<file path="src/design/arwc_pkg.sv">
// ----------------------------------------------------------------------------
// Anti-replay window check: package
// Window geometry, bitmap word layout, verdict codes and the queue entry type.
// ----------------------------------------------------------------------------
`timescale 1ns / 1ps

package arwc_pkg;

    localparam int COUNTER_W   = 64;
    localparam int VERDICT_W   = 2;

    // The window size must be a power of two between 64 and 8192.
    localparam int WINDOW_BITS = 1024;
    localparam int WIN_IDX_W   = $clog2(WINDOW_BITS);

    localparam int WORD_BITS   = 32;
    localparam int WORD_OFF_W  = $clog2(WORD_BITS);
    localparam int WORD_CNT_W  = $clog2(WORD_BITS + 1);
    localparam int NUM_WORDS   = WINDOW_BITS / WORD_BITS;
    localparam int WORD_ADDR_W = WIN_IDX_W - WORD_OFF_W;

    localparam int QUEUE_DEPTH = 2;
    localparam int QUEUE_PTR_W = $clog2(QUEUE_DEPTH);
    localparam int QUEUE_CNT_W = $clog2(QUEUE_DEPTH + 1);

    localparam logic [VERDICT_W-1:0] VERDICT_OK       = 2'd0;
    localparam logic [VERDICT_W-1:0] VERDICT_RESERVED = 2'd1;
    localparam logic [VERDICT_W-1:0] VERDICT_TOO_OLD  = 2'd2;
    localparam logic [VERDICT_W-1:0] VERDICT_REPLAY   = 2'd3;

    typedef enum logic [2:0] {
        KIND_RESERVED,
        KIND_TOO_OLD,
        KIND_OLDER,
        KIND_SPAN,
        KIND_JUMP
    } arwc_kind_t;

    typedef struct packed {
        arwc_kind_t           kind;
        logic [WIN_IDX_W-1:0] slot;
        logic [WIN_IDX_W-1:0] start;
        logic [WIN_IDX_W-1:0] jump;
    } arwc_entry_t;

endpackage

</file>
<file path="src/design/arwc_if.sv">
// ----------------------------------------------------------------------------
// Anti-replay window check: channel interfaces
// Valid/ready channels for counter items and verdict items.
// ----------------------------------------------------------------------------
`timescale 1ns / 1ps

interface arwc_in_if
    import arwc_pkg::*;
();
    logic                 valid;
    logic                 ready;
    logic [COUNTER_W-1:0] packet_counter;

    modport source (output valid, output packet_counter, input ready);
    modport sink (input valid, input packet_counter, output ready);
    modport monitor (input valid, input packet_counter, input ready);
endinterface

interface arwc_out_if
    import arwc_pkg::*;
();
    logic                 valid;
    logic                 ready;
    logic                 accepted;
    logic [VERDICT_W-1:0] verdict;

    modport source (output valid, output accepted, output verdict, input ready);
    modport sink (input valid, input accepted, input verdict, output ready);
    modport monitor (input valid, input accepted, input verdict, input ready);
endinterface

</file>
<file path="src/design/arwc_ram.sv">
// ----------------------------------------------------------------------------
// Anti-replay window check: generic RAM
// One write port and one read port with registered read data.
// ----------------------------------------------------------------------------
`timescale 1ns / 1ps

module arwc_ram #(
    parameter int WIDTH = 32,
    parameter int DEPTH = 32
) (
    input  logic                     clk,
    input  logic                     we,
    input  logic [$clog2(DEPTH)-1:0] waddr,
    input  logic [WIDTH-1:0]         wdata,
    input  logic [$clog2(DEPTH)-1:0] raddr,
    output logic [WIDTH-1:0]         rdata
);

    logic [WIDTH-1:0] mem [DEPTH];

    always_ff @(posedge clk)
    begin
        if (we)
        begin
            mem[waddr] <= wdata;
        end
        rdata <= mem[raddr];
    end

endmodule

</file>
<file path="src/design/arwc_queue.sv">
// ----------------------------------------------------------------------------
// Anti-replay window check: classified item queue
// Short FIFO between the classifier and the bitmap engine.
// ----------------------------------------------------------------------------
`timescale 1ns / 1ps

module arwc_queue
    import arwc_pkg::*;
(
    input  logic        clk,
    input  logic        rst_n,
    input  logic        push,
    input  arwc_entry_t push_data,
    output logic        full,
    input  logic        pop,
    output arwc_entry_t pop_data,
    output logic        empty
);

    arwc_entry_t            entries_reg [QUEUE_DEPTH];
    logic [QUEUE_PTR_W-1:0] wr_ptr_reg;
    logic [QUEUE_PTR_W-1:0] rd_ptr_reg;
    logic [QUEUE_CNT_W-1:0] count_reg;

    assign full     = (count_reg == QUEUE_CNT_W'(QUEUE_DEPTH));
    assign empty    = (count_reg == '0);
    assign pop_data = entries_reg[rd_ptr_reg];

    always_ff @(posedge clk or negedge rst_n)
    begin
        if (!rst_n)
        begin
            wr_ptr_reg <= '0;
            rd_ptr_reg <= '0;
            count_reg  <= '0;
        end
        else
        begin
            if (push)
            begin
                wr_ptr_reg <= (wr_ptr_reg == QUEUE_PTR_W'(QUEUE_DEPTH - 1)) ?
                              '0 : wr_ptr_reg + 1'b1;
            end
            if (pop)
            begin
                rd_ptr_reg <= (rd_ptr_reg == QUEUE_PTR_W'(QUEUE_DEPTH - 1)) ?
                              '0 : rd_ptr_reg + 1'b1;
            end
            if (push && !pop)
            begin
                count_reg <= count_reg + 1'b1;
            end
            else if (pop && !push)
            begin
                count_reg <= count_reg - 1'b1;
            end
        end
    end

    always_ff @(posedge clk)
    begin
        if (push)
        begin
            entries_reg[wr_ptr_reg] <= push_data;
        end
    end

endmodule

</file>
<file path="src/design/arwc_front.sv">
// ----------------------------------------------------------------------------
// Anti-replay window check: classifier
// Accepts counter items, compares them with the highest counter seen and
// queues the class of work that the bitmap engine has to do.
// ----------------------------------------------------------------------------
`timescale 1ns / 1ps

module arwc_front
    import arwc_pkg::*;
(
    input  logic        clk,
    input  logic        rst_n,
    arwc_in_if.sink     request,
    output logic        push,
    output arwc_entry_t push_data,
    input  logic        full
);

    logic [COUNTER_W-1:0] highest_reg;
    logic [COUNTER_W-1:0] counter;
    logic [COUNTER_W-1:0] diff_up;
    logic [COUNTER_W-1:0] diff_down;
    logic                 is_reserved;
    logic                 is_newer;
    logic                 far_up;
    logic                 far_down;

    assign counter     = request.packet_counter;
    assign request.ready = !full;
    assign push        = request.valid && !full;

    assign is_reserved = (counter == '1);
    assign is_newer    = (counter > highest_reg);
    assign diff_up     = counter - highest_reg;
    assign diff_down   = highest_reg - counter;
    assign far_up      = |diff_up[COUNTER_W-1:WIN_IDX_W];
    assign far_down    = |diff_down[COUNTER_W-1:WIN_IDX_W];

    always_comb
    begin
        push_data.slot  = counter[WIN_IDX_W-1:0];
        push_data.start = highest_reg[WIN_IDX_W-1:0] + 1'b1;
        push_data.jump  = diff_up[WIN_IDX_W-1:0];
        if (is_reserved)
        begin
            push_data.kind = KIND_RESERVED;
        end
        else if (is_newer)
        begin
            push_data.kind = far_up ? KIND_JUMP : KIND_SPAN;
        end
        else
        begin
            push_data.kind = far_down ? KIND_TOO_OLD : KIND_OLDER;
        end
    end

    // A newer counter other than the reserved value is always accepted, so the highest counter moves here.
    always_ff @(posedge clk or negedge rst_n)
    begin
        if (!rst_n)
        begin
            highest_reg <= '0;
        end
        else if (push && !is_reserved && is_newer)
        begin
            highest_reg <= counter;
        end
    end

endmodule

</file>
<file path="src/design/arwc_back.sv">
// ----------------------------------------------------------------------------
// Anti-replay window check: bitmap engine
// Carries out queued items on the word-organised seen bitmap and holds the
// verdict item until it is taken.
// ----------------------------------------------------------------------------
`timescale 1ns / 1ps

module arwc_back
    import arwc_pkg::*;
(
    input  logic        clk,
    input  logic        rst_n,
    input  logic        empty,
    input  arwc_entry_t pop_data,
    output logic        pop,
    arwc_out_if.source  response
);

    typedef enum logic [1:0] {
        ST_IDLE,
        ST_READ,
        ST_MODIFY
    } state_t;

    state_t               state_reg;
    arwc_kind_t           kind_reg;
    logic [WIN_IDX_W-1:0] slot_reg;
    logic [WIN_IDX_W-1:0] pos_reg;
    logic [WIN_IDX_W-1:0] rem_reg;
    logic [NUM_WORDS-1:0] word_valid_reg;
    logic                 out_valid_reg;
    logic                 out_accepted_reg;
    logic [VERDICT_W-1:0] out_verdict_reg;

    logic                   out_free;
    logic                   out_load;
    logic                   ram_we;
    logic [WORD_ADDR_W-1:0] ram_waddr;
    logic [WORD_BITS-1:0]   ram_wdata;
    logic [WORD_ADDR_W-1:0] ram_raddr;
    logic [WORD_BITS-1:0]   ram_rdata;
    logic [WORD_ADDR_W-1:0] head_word;
    logic [WORD_ADDR_W-1:0] cur_word;
    logic [WORD_BITS-1:0]   cur_data;
    logic [WORD_BITS-1:0]   slot_bit;
    logic [WORD_BITS-1:0]   span_mask;
    logic [WORD_CNT_W-1:0]  avail;
    logic [WIN_IDX_W-1:0]   step;
    logic                   last;
    logic                   bit_set;

    arwc_ram #(
        .WIDTH (WORD_BITS),
        .DEPTH (NUM_WORDS)
    ) u_bitmap (
        .clk   (clk),
        .we    (ram_we),
        .waddr (ram_waddr),
        .wdata (ram_wdata),
        .raddr (ram_raddr),
        .rdata (ram_rdata)
    );

    assign out_free = !out_valid_reg || response.ready;
    assign pop      = (state_reg == ST_IDLE) && !empty && out_free;

    assign out_load = ((state_reg == ST_IDLE) && pop &&
                       (pop_data.kind inside {KIND_RESERVED, KIND_TOO_OLD, KIND_JUMP})) ||
                      ((state_reg == ST_MODIFY) && ((kind_reg != KIND_SPAN) || last));

    assign head_word = pop_data.slot[WIN_IDX_W-1:WORD_OFF_W];
    assign cur_word  = (kind_reg == KIND_OLDER) ? slot_reg[WIN_IDX_W-1:WORD_OFF_W] :
                                                  pos_reg[WIN_IDX_W-1:WORD_OFF_W];
    assign ram_raddr = cur_word;
    assign cur_data  = word_valid_reg[cur_word] ? ram_rdata : '0;
    assign slot_bit  = WORD_BITS'(1) << slot_reg[WORD_OFF_W-1:0];
    assign bit_set   = |(cur_data & slot_bit);

    assign avail = WORD_CNT_W'(WORD_BITS) - WORD_CNT_W'(pos_reg[WORD_OFF_W-1:0]);
    assign step  = (rem_reg < WIN_IDX_W'(avail)) ? rem_reg : WIN_IDX_W'(avail);
    assign last  = (rem_reg == step);

    always_comb
    begin
        logic [WIN_IDX_W:0] lo_ext;
        logic [WIN_IDX_W:0] hi_ext;
        lo_ext = (WIN_IDX_W + 1)'(pos_reg[WORD_OFF_W-1:0]);
        hi_ext = lo_ext + {1'b0, step};
        for (int i = 0; i < WORD_BITS; i++)
        begin
            span_mask[i] = ((WIN_IDX_W + 1)'(i) >= lo_ext) &&
                           ((WIN_IDX_W + 1)'(i) < hi_ext);
        end
    end

    always_comb
    begin
        ram_we    = 1'b0;
        ram_waddr = cur_word;
        ram_wdata = '0;
        case (state_reg)
            ST_IDLE:
            begin
                if (pop && (pop_data.kind == KIND_JUMP))
                begin
                    ram_we    = 1'b1;
                    ram_waddr = head_word;
                    ram_wdata = WORD_BITS'(1) << pop_data.slot[WORD_OFF_W-1:0];
                end
            end
            ST_MODIFY:
            begin
                if (kind_reg == KIND_SPAN)
                begin
                    ram_we    = 1'b1;
                    ram_wdata = (cur_data & ~span_mask) | (last ? slot_bit : '0);
                end
                else if (!bit_set)
                begin
                    ram_we    = 1'b1;
                    ram_wdata = cur_data | slot_bit;
                end
            end
            default:
            begin
                ram_we = 1'b0;
            end
        endcase
    end

    always_ff @(posedge clk or negedge rst_n)
    begin
        if (!rst_n)
        begin
            state_reg        <= ST_IDLE;
            kind_reg         <= KIND_RESERVED;
            slot_reg         <= '0;
            pos_reg          <= '0;
            rem_reg          <= '0;
            word_valid_reg   <= '0;
            out_valid_reg    <= 1'b0;
            out_accepted_reg <= 1'b0;
            out_verdict_reg  <= VERDICT_OK;
        end
        else
        begin
            if (out_load)
            begin
                out_valid_reg <= 1'b1;
            end
            else if (response.ready)
            begin
                out_valid_reg <= 1'b0;
            end
            case (state_reg)
                ST_IDLE:
                begin
                    if (pop)
                    begin
                        kind_reg <= pop_data.kind;
                        slot_reg <= pop_data.slot;
                        pos_reg  <= pop_data.start;
                        rem_reg  <= pop_data.jump;
                        case (pop_data.kind)
                            KIND_RESERVED:
                            begin
                                out_accepted_reg <= 1'b0;
                                out_verdict_reg  <= VERDICT_RESERVED;
                            end
                            KIND_TOO_OLD:
                            begin
                                out_accepted_reg <= 1'b0;
                                out_verdict_reg  <= VERDICT_TOO_OLD;
                            end
                            KIND_JUMP:
                            begin
                                word_valid_reg   <= NUM_WORDS'(1) << head_word;
                                out_accepted_reg <= 1'b1;
                                out_verdict_reg  <= VERDICT_OK;
                            end
                            KIND_OLDER, KIND_SPAN:
                            begin
                                state_reg <= ST_READ;
                            end
                            default:
                            begin
                                state_reg <= ST_IDLE;
                            end
                        endcase
                    end
                end
                ST_READ:
                begin
                    state_reg <= ST_MODIFY;
                end
                ST_MODIFY:
                begin
                    if (kind_reg == KIND_SPAN)
                    begin
                        word_valid_reg[cur_word] <= 1'b1;
                        pos_reg <= pos_reg + step;
                        rem_reg <= rem_reg - step;
                        if (last)
                        begin
                            out_accepted_reg <= 1'b1;
                            out_verdict_reg  <= VERDICT_OK;
                            state_reg        <= ST_IDLE;
                        end
                        else
                        begin
                            state_reg <= ST_READ;
                        end
                    end
                    else
                    begin
                        if (bit_set)
                        begin
                            out_accepted_reg <= 1'b0;
                            out_verdict_reg  <= VERDICT_REPLAY;
                        end
                        else
                        begin
                            word_valid_reg[cur_word] <= 1'b1;
                            out_accepted_reg <= 1'b1;
                            out_verdict_reg  <= VERDICT_OK;
                        end
                        state_reg <= ST_IDLE;
                    end
                end
                default:
                begin
                    state_reg <= ST_IDLE;
                end
            endcase
        end
    end

    assign response.valid    = out_valid_reg;
    assign response.accepted = out_accepted_reg;
    assign response.verdict  = out_verdict_reg;

endmodule

</file>
<file path="src/design/anti_replay_window_check.sv">
// ----------------------------------------------------------------------------
// Anti-replay window check: top level
// Sliding-window replay filter over 64-bit packet counters, built from a
// classifier, a two-entry queue and a bitmap engine on a word RAM.
//
//   Channel    Role    Payload
//   request    sink    packet_counter[63:0]
//   response   source  accepted, verdict[1:0]
//
// Items pass through the queue to the bitmap engine. The engine settles a
// reserved, too-old or far-ahead counter from idle, a counter inside the window
// with a read and an update of one 32-bit bitmap word, and an advance that
// clears slots across N words with a read and an update per word, N at most
// WINDOW_BITS/32 + 1. The engine's read-modify-write loop sets the rate.
// Reset clears one valid flag per bitmap word; there is no clearing pass.
// The queue keeps taking items while a verdict waits in the output register.
// ----------------------------------------------------------------------------
`timescale 1ns / 1ps

module anti_replay_window_check
    import arwc_pkg::*;
(
    input  logic       clk,
    input  logic       rst_n,
    arwc_in_if.sink    request,
    arwc_out_if.source response
);

    logic        push;
    logic        pop;
    logic        full;
    logic        empty;
    arwc_entry_t push_data;
    arwc_entry_t pop_data;

    arwc_front u_front (
        .clk       (clk),
        .rst_n     (rst_n),
        .request   (request),
        .push      (push),
        .push_data (push_data),
        .full      (full)
    );

    arwc_queue u_queue (
        .clk       (clk),
        .rst_n     (rst_n),
        .push      (push),
        .push_data (push_data),
        .full      (full),
        .pop       (pop),
        .pop_data  (pop_data),
        .empty     (empty)
    );

    arwc_back u_back (
        .clk      (clk),
        .rst_n    (rst_n),
        .empty    (empty),
        .pop_data (pop_data),
        .pop      (pop),
        .response (response)
    );

endmodule

</file>
<file path="src/flat_wrapper.sv">
// flat-port wrapper written by rule: the top's interface ports become plain ports
module anti_replay_window_check_flat import arwc_pkg::*;
  (clk, rst_n, request_valid, request_packet_counter, request_ready, response_valid, response_accepted, response_verdict, response_ready);
  arwc_in_if request_i ();
  arwc_out_if response_i ();
  input  logic clk;
  input  logic rst_n;
  input wire logic [$bits(request_i.valid)-1:0] request_valid;
  input wire logic [$bits(request_i.packet_counter)-1:0] request_packet_counter;
  output wire logic [$bits(request_i.ready)-1:0] request_ready;
  output wire logic [$bits(response_i.valid)-1:0] response_valid;
  output wire logic [$bits(response_i.accepted)-1:0] response_accepted;
  output wire logic [$bits(response_i.verdict)-1:0] response_verdict;
  input wire logic [$bits(response_i.ready)-1:0] response_ready;
  assign request_i.valid = request_valid;
  assign request_i.packet_counter = request_packet_counter;
  assign request_ready = request_i.ready;
  assign response_valid = response_i.valid;
  assign response_accepted = response_i.accepted;
  assign response_verdict = response_i.verdict;
  assign response_i.ready = response_ready;
  anti_replay_window_check u_core (.clk(clk), .rst_n(rst_n), .request(request_i), .response(response_i));
endmodule
</file>
<file path="config.mk">
export PLATFORM = sky130hd
export DESIGN_NAME = anti_replay_window_check_flat
export DESIGN_NICKNAME = d
export VERILOG_FILES = /design/src/design/arwc_pkg.sv /design/src/design/arwc_if.sv /design/src/design/arwc_ram.sv /design/src/design/arwc_queue.sv /design/src/design/arwc_front.sv /design/src/design/arwc_back.sv /design/src/design/anti_replay_window_check.sv /design/src/flat_wrapper.sv
export SDC_FILE = /design/constraint.sdc
export NUM_CORES = 2
export LEC_CHECK = 0
export ABC_CLOCK_PERIOD_IN_PS = 6900
export BUFFER_PORTS_ARGS = -buffer_cell sky130_fd_sc_hd__buf_4
export CELL_PAD_IN_SITES_DETAIL_PLACEMENT = 0
export CELL_PAD_IN_SITES_GLOBAL_PLACEMENT = 1
export CORE_MARGIN = 4
export CORE_UTILIZATION = 50
export DETAILED_ROUTE_END_ITERATION = 7
export GPL_TIMING_DRIVEN = 0
export PLACE_DENSITY = 0.79
export REMOVE_ABC_BUFFERS = 1
export SYNTH_ARGS = -nofsm -noshare
export SYNTH_HDL_FRONTEND = slang
export SYNTH_SLANG_ARGS = --single-unit
</file>
<file path="constraint.sdc">
create_clock -name clk -period 6.9 [get_ports clk]
set_clock_uncertainty 0.2 [all_clocks]
set_input_delay 1.035 -clock clk [delete_from_list [all_inputs] [get_ports clk]]
set_output_delay 1.035 -clock clk [all_outputs]
set_load 0.01 [all_outputs]
</file>
==> qor.txt <==
Run status - completed
Detail Placement HPWL - 127 mm
Core outline area - 118000 sq um
Vias - 40000
Tmin final - 6590 ps
Switch share - 36.1%
Seq pwr share - 36.9%
Die ar. - 124000 sq um
Yosys top cell by area - edfxtp_1
DRC Markers - 0
Nets - 4639
Synth top area share - 55.1%
Main area contributors after synthesis - edfxtp_1, mux4_2, dfrtp_1
P_leak - 24.5 nW
Post-synth EDFFs - 1090
Critical path buffer and inverter count - 3
Min-delay worst type - in -> reg
CP cell instances - inv_1 > ha_1 > inv_1 > ha_1 > a21o_1 > a21o_1 > a211oi_1 > o21ai_2 > o21ai_1 > inv_1 > ha_1 > nand4_1 > nor3_1 > nand2b_1 > nand3_1 > nor3_1 > o21ai_0 > o21ai_2
Worst Path Arrival - 6790 ps
Cell family with the largest share of critical-path delay - simple AND/OR/NAND/NOR gates
Reg2reg path depth - 18
Clock Tree Buf Depth - 3
Slew Limit Fails - 0
Max FO, Critical Path - 32
Internal power - 16.8 mW
Tot GR Track Use - 29.9%
Ratio of cells with drive above 1 in the final layout - 18.3%
First-pass GRT wire length - 273 mm
CP Capture Type - flip-flop
Slowest cell on crit path - nor3_1
DRT Pass-1 Iters - 5
Worst Path Required - 7100 ps
CTS Root Cell - clkbuf_16
Max-cap violation count - 0
CP Class - reg -> reg
Mean Syn Cell Area - 13.8 sq um
Vias/cell - 6.60
WL per Instance - 30.9 um
Largest net degree at the start of global routing - 99
Worst R2R Setup Slack - 310 ps
Vias in the first global route - 39000
Number of flip-flops under the largest register name - 1024
Peak supply drop - 0.000367 V
Relative slew slack - 8.02%
Sw power - 9.49 mW
Post-synthesis instance total - 4293
Worst R2R End - u_core.u_back.u_bitmap.mem[24][1]
Commonest cells in the netlist - edfxtp_1, nand2_1, o21ai_0, a21oi_1, mux4_2
Count leader, synth - edfxtp_1
Highest Clock Rate - 152 MHz
Tcrit/Tclk final - 95.6%
Finish-stage setup viols - 0
Dpl cell area - 63900 sq um
Yosys reg bits - 1261
CP startpoint kind - flip-flop
Die Wd - 353 um
Unique masters post-synth - 103
Area grow syn2layout - 14.9%
DP Worst Slack - -14.8 ps
Setup WS post-layout - 305 ps
Worst skew pair latency - 780 ps
CTS tree - built
Routed wire length - 187 mm
Synth Warn # - 0
Fillers - 9001
Slew @ Worst Pin - 1380 ps
Port Buf Inserts - 72
Antenna viol nets, final - 0
Cell area after layout - 68200 sq um
Rows - 126
GR Overflow Total - 0
H-tree lvl count - 4
First DRT Iteration DRCs - 5829
Clock power frac - 26.5%
Hold path depth - 3
Initial antenna violation count - 4
Initial core utilization - 50.3%
Primary FF master, synth - edfxtp_1
CTS clock-pin slew for the worst setup and hold paths - 60 ps
Hold Vio Cnt, Final - 0
Register area share after synthesis - 62.1%
Mapped Area - 59400 sq um
CP peak stage delay - 970 ps
Combinational power share - 36.6%
Die height - 353 um
Final GP Congestion - 0.976
Post-layout util - 57.8%
Num Clock Sinks - 1261
Hold path startpoint - request_packet_counter[34]
Final Power - 26.3 mW
CTS buffer count - 130
Crit Reg-Reg Startpoint - u_core.u_back.pos_reg[1]
Worst Hold End - u_core.u_front.highest_reg[34]
Post-synth ARST share - 11.0%
Power per Cell Area - 385 nW/um^2
IO Count - 73
[logic make-up (layout without fill, tap and decap cells)]
family | Yosys count | after routing | share of synthesized area (%)
compound gates | 1082 | 1082 | 11.5
buf+inv | 396 | 622 | 2.75
xor+xnor | 91 | 91 | 1.34
other cells | 1 | 6 | 0.00632
mux | 330 | 330 | 11.2
fa+ha+maj | 156 | 156 | 3.33
simple gates | 976 | 976 | 7.81
flops | 1261 | 1261 | 62.1
[layout by cell type (no fill, tap or decap), types with 21 or more instances in the layout]
master	n
ha_1	153
edfxtp_1	1090
buf_16	33
mux2i_1	48
a22oi_1	136
xor2_1	35
dfrtp_1	138
o22ai_1	24
nor3_1	55
o21ai_2	32
clkbuf_16	134
mux4_2	265
inv_1	185
o21a_1	27
a31oi_1	38
nand2b_1	32
nand4_1	103
xnor2_1	56
nand3_1	56
o21ai_0	282
a21o_1	43
nor2_1	190
nor4_1	21
buf_8	21
dfxtp_1	32
o21bai_1	25
clkbuf_1	33
buf_12	53
nand2_1	354
nor2b_1	23
nor2_4	42
buf_4	77
clkinv_2	22
a21oi_1	290
[how the worst max path moves through the flow]
stage | start | end | slack (ps) | cells past startpoint
after global routing | u_core.u_back.pos_reg[1] | u_core.u_back.u_bitmap.mem[20][24] | -20 | 23
final | u_core.u_back.pos_reg[1] | u_core.u_back.u_bitmap.mem[24][1] | 310 | 18
after global placement | u_core.u_back.kind_reg[0] | u_core.u_back.u_bitmap.mem[1][7] | -9750 | 4
after detailed placement | u_core.u_back.pos_reg[1] | u_core.u_back.u_bitmap.mem[31][9] | -10 | 21
after floorplan | u_core.u_back.kind_reg[0] | u_core.u_back.u_bitmap.mem[21][0] | -3280 | 4
after CTS | u_core.u_back.pos_reg[1] | u_core.u_back.u_bitmap.mem[4][9] | 100 | 21
[power groups by stage]
stage,clock [mW],combinational (mW),sequential (mW)
final,6.97,9.63,9.70
after global routing,7.41,10.3,9.74
after global placement,0,9.11,9.93
after CTS,7.06,9.43,9.68
after detailed placement,0,9.30,9.82
after floorplan,0,6.45,9.65
[per-layer routing]
layer  part of all wire (%)  track usage, %  vias up
met5                  0.013               0        -
met4                    3.5            10.1        4
met3                     11            7.63      382
met2                     45            45.1     2392
met1                     40            42.8    20200
li1                       -               -    17000
[worst register-to-register path, delay by kind of cell, from the launching register on]
kind / cells / cell delay (ps)
AO/OA/AOI/OAI: 7 / 1790
flip-flops: 1 / 640
buffers and inverters: 3 / 390
adder cells (fa/ha/maj): 3 / 940
AND/OR/NAND/NOR: 5 / 2260
[final cells by class]
type                       instances  area, sq um  share of cell area (%)
clock buffer                     173         3560                    5.22
multi-input combinational       2638        21500                    31.5
tap                             1536         1920                    2.82
clock inverter                    65          693                    1.02
antenna                            3         7.51                  0.0110
timing repair buffer             198         3020                    4.43
inverter                         186          698                    1.02
sequential                      1261        36900                    54.0
[through the flow]
step,setup TNS [ps],instances,hold WS (ps)
2_1_floorplan,-4307740,4085,261
3_3_place_gp,-,5693,279
3_5_place_dp,-457,5815,283
4_1_cts,0,6054,240
5_1_grt,-614,6058,288
6_report,0,6060,283
[what timing repair did]
action                                 4_1_cts  5_1_grt
endpoints found under the hold margin       41        0
setup endpoints to repair                   32      703
resized for setup                            1        4
hold buffers                                 1        0
buffers inserted                             0        3
(Power assumes the default switching activity.)
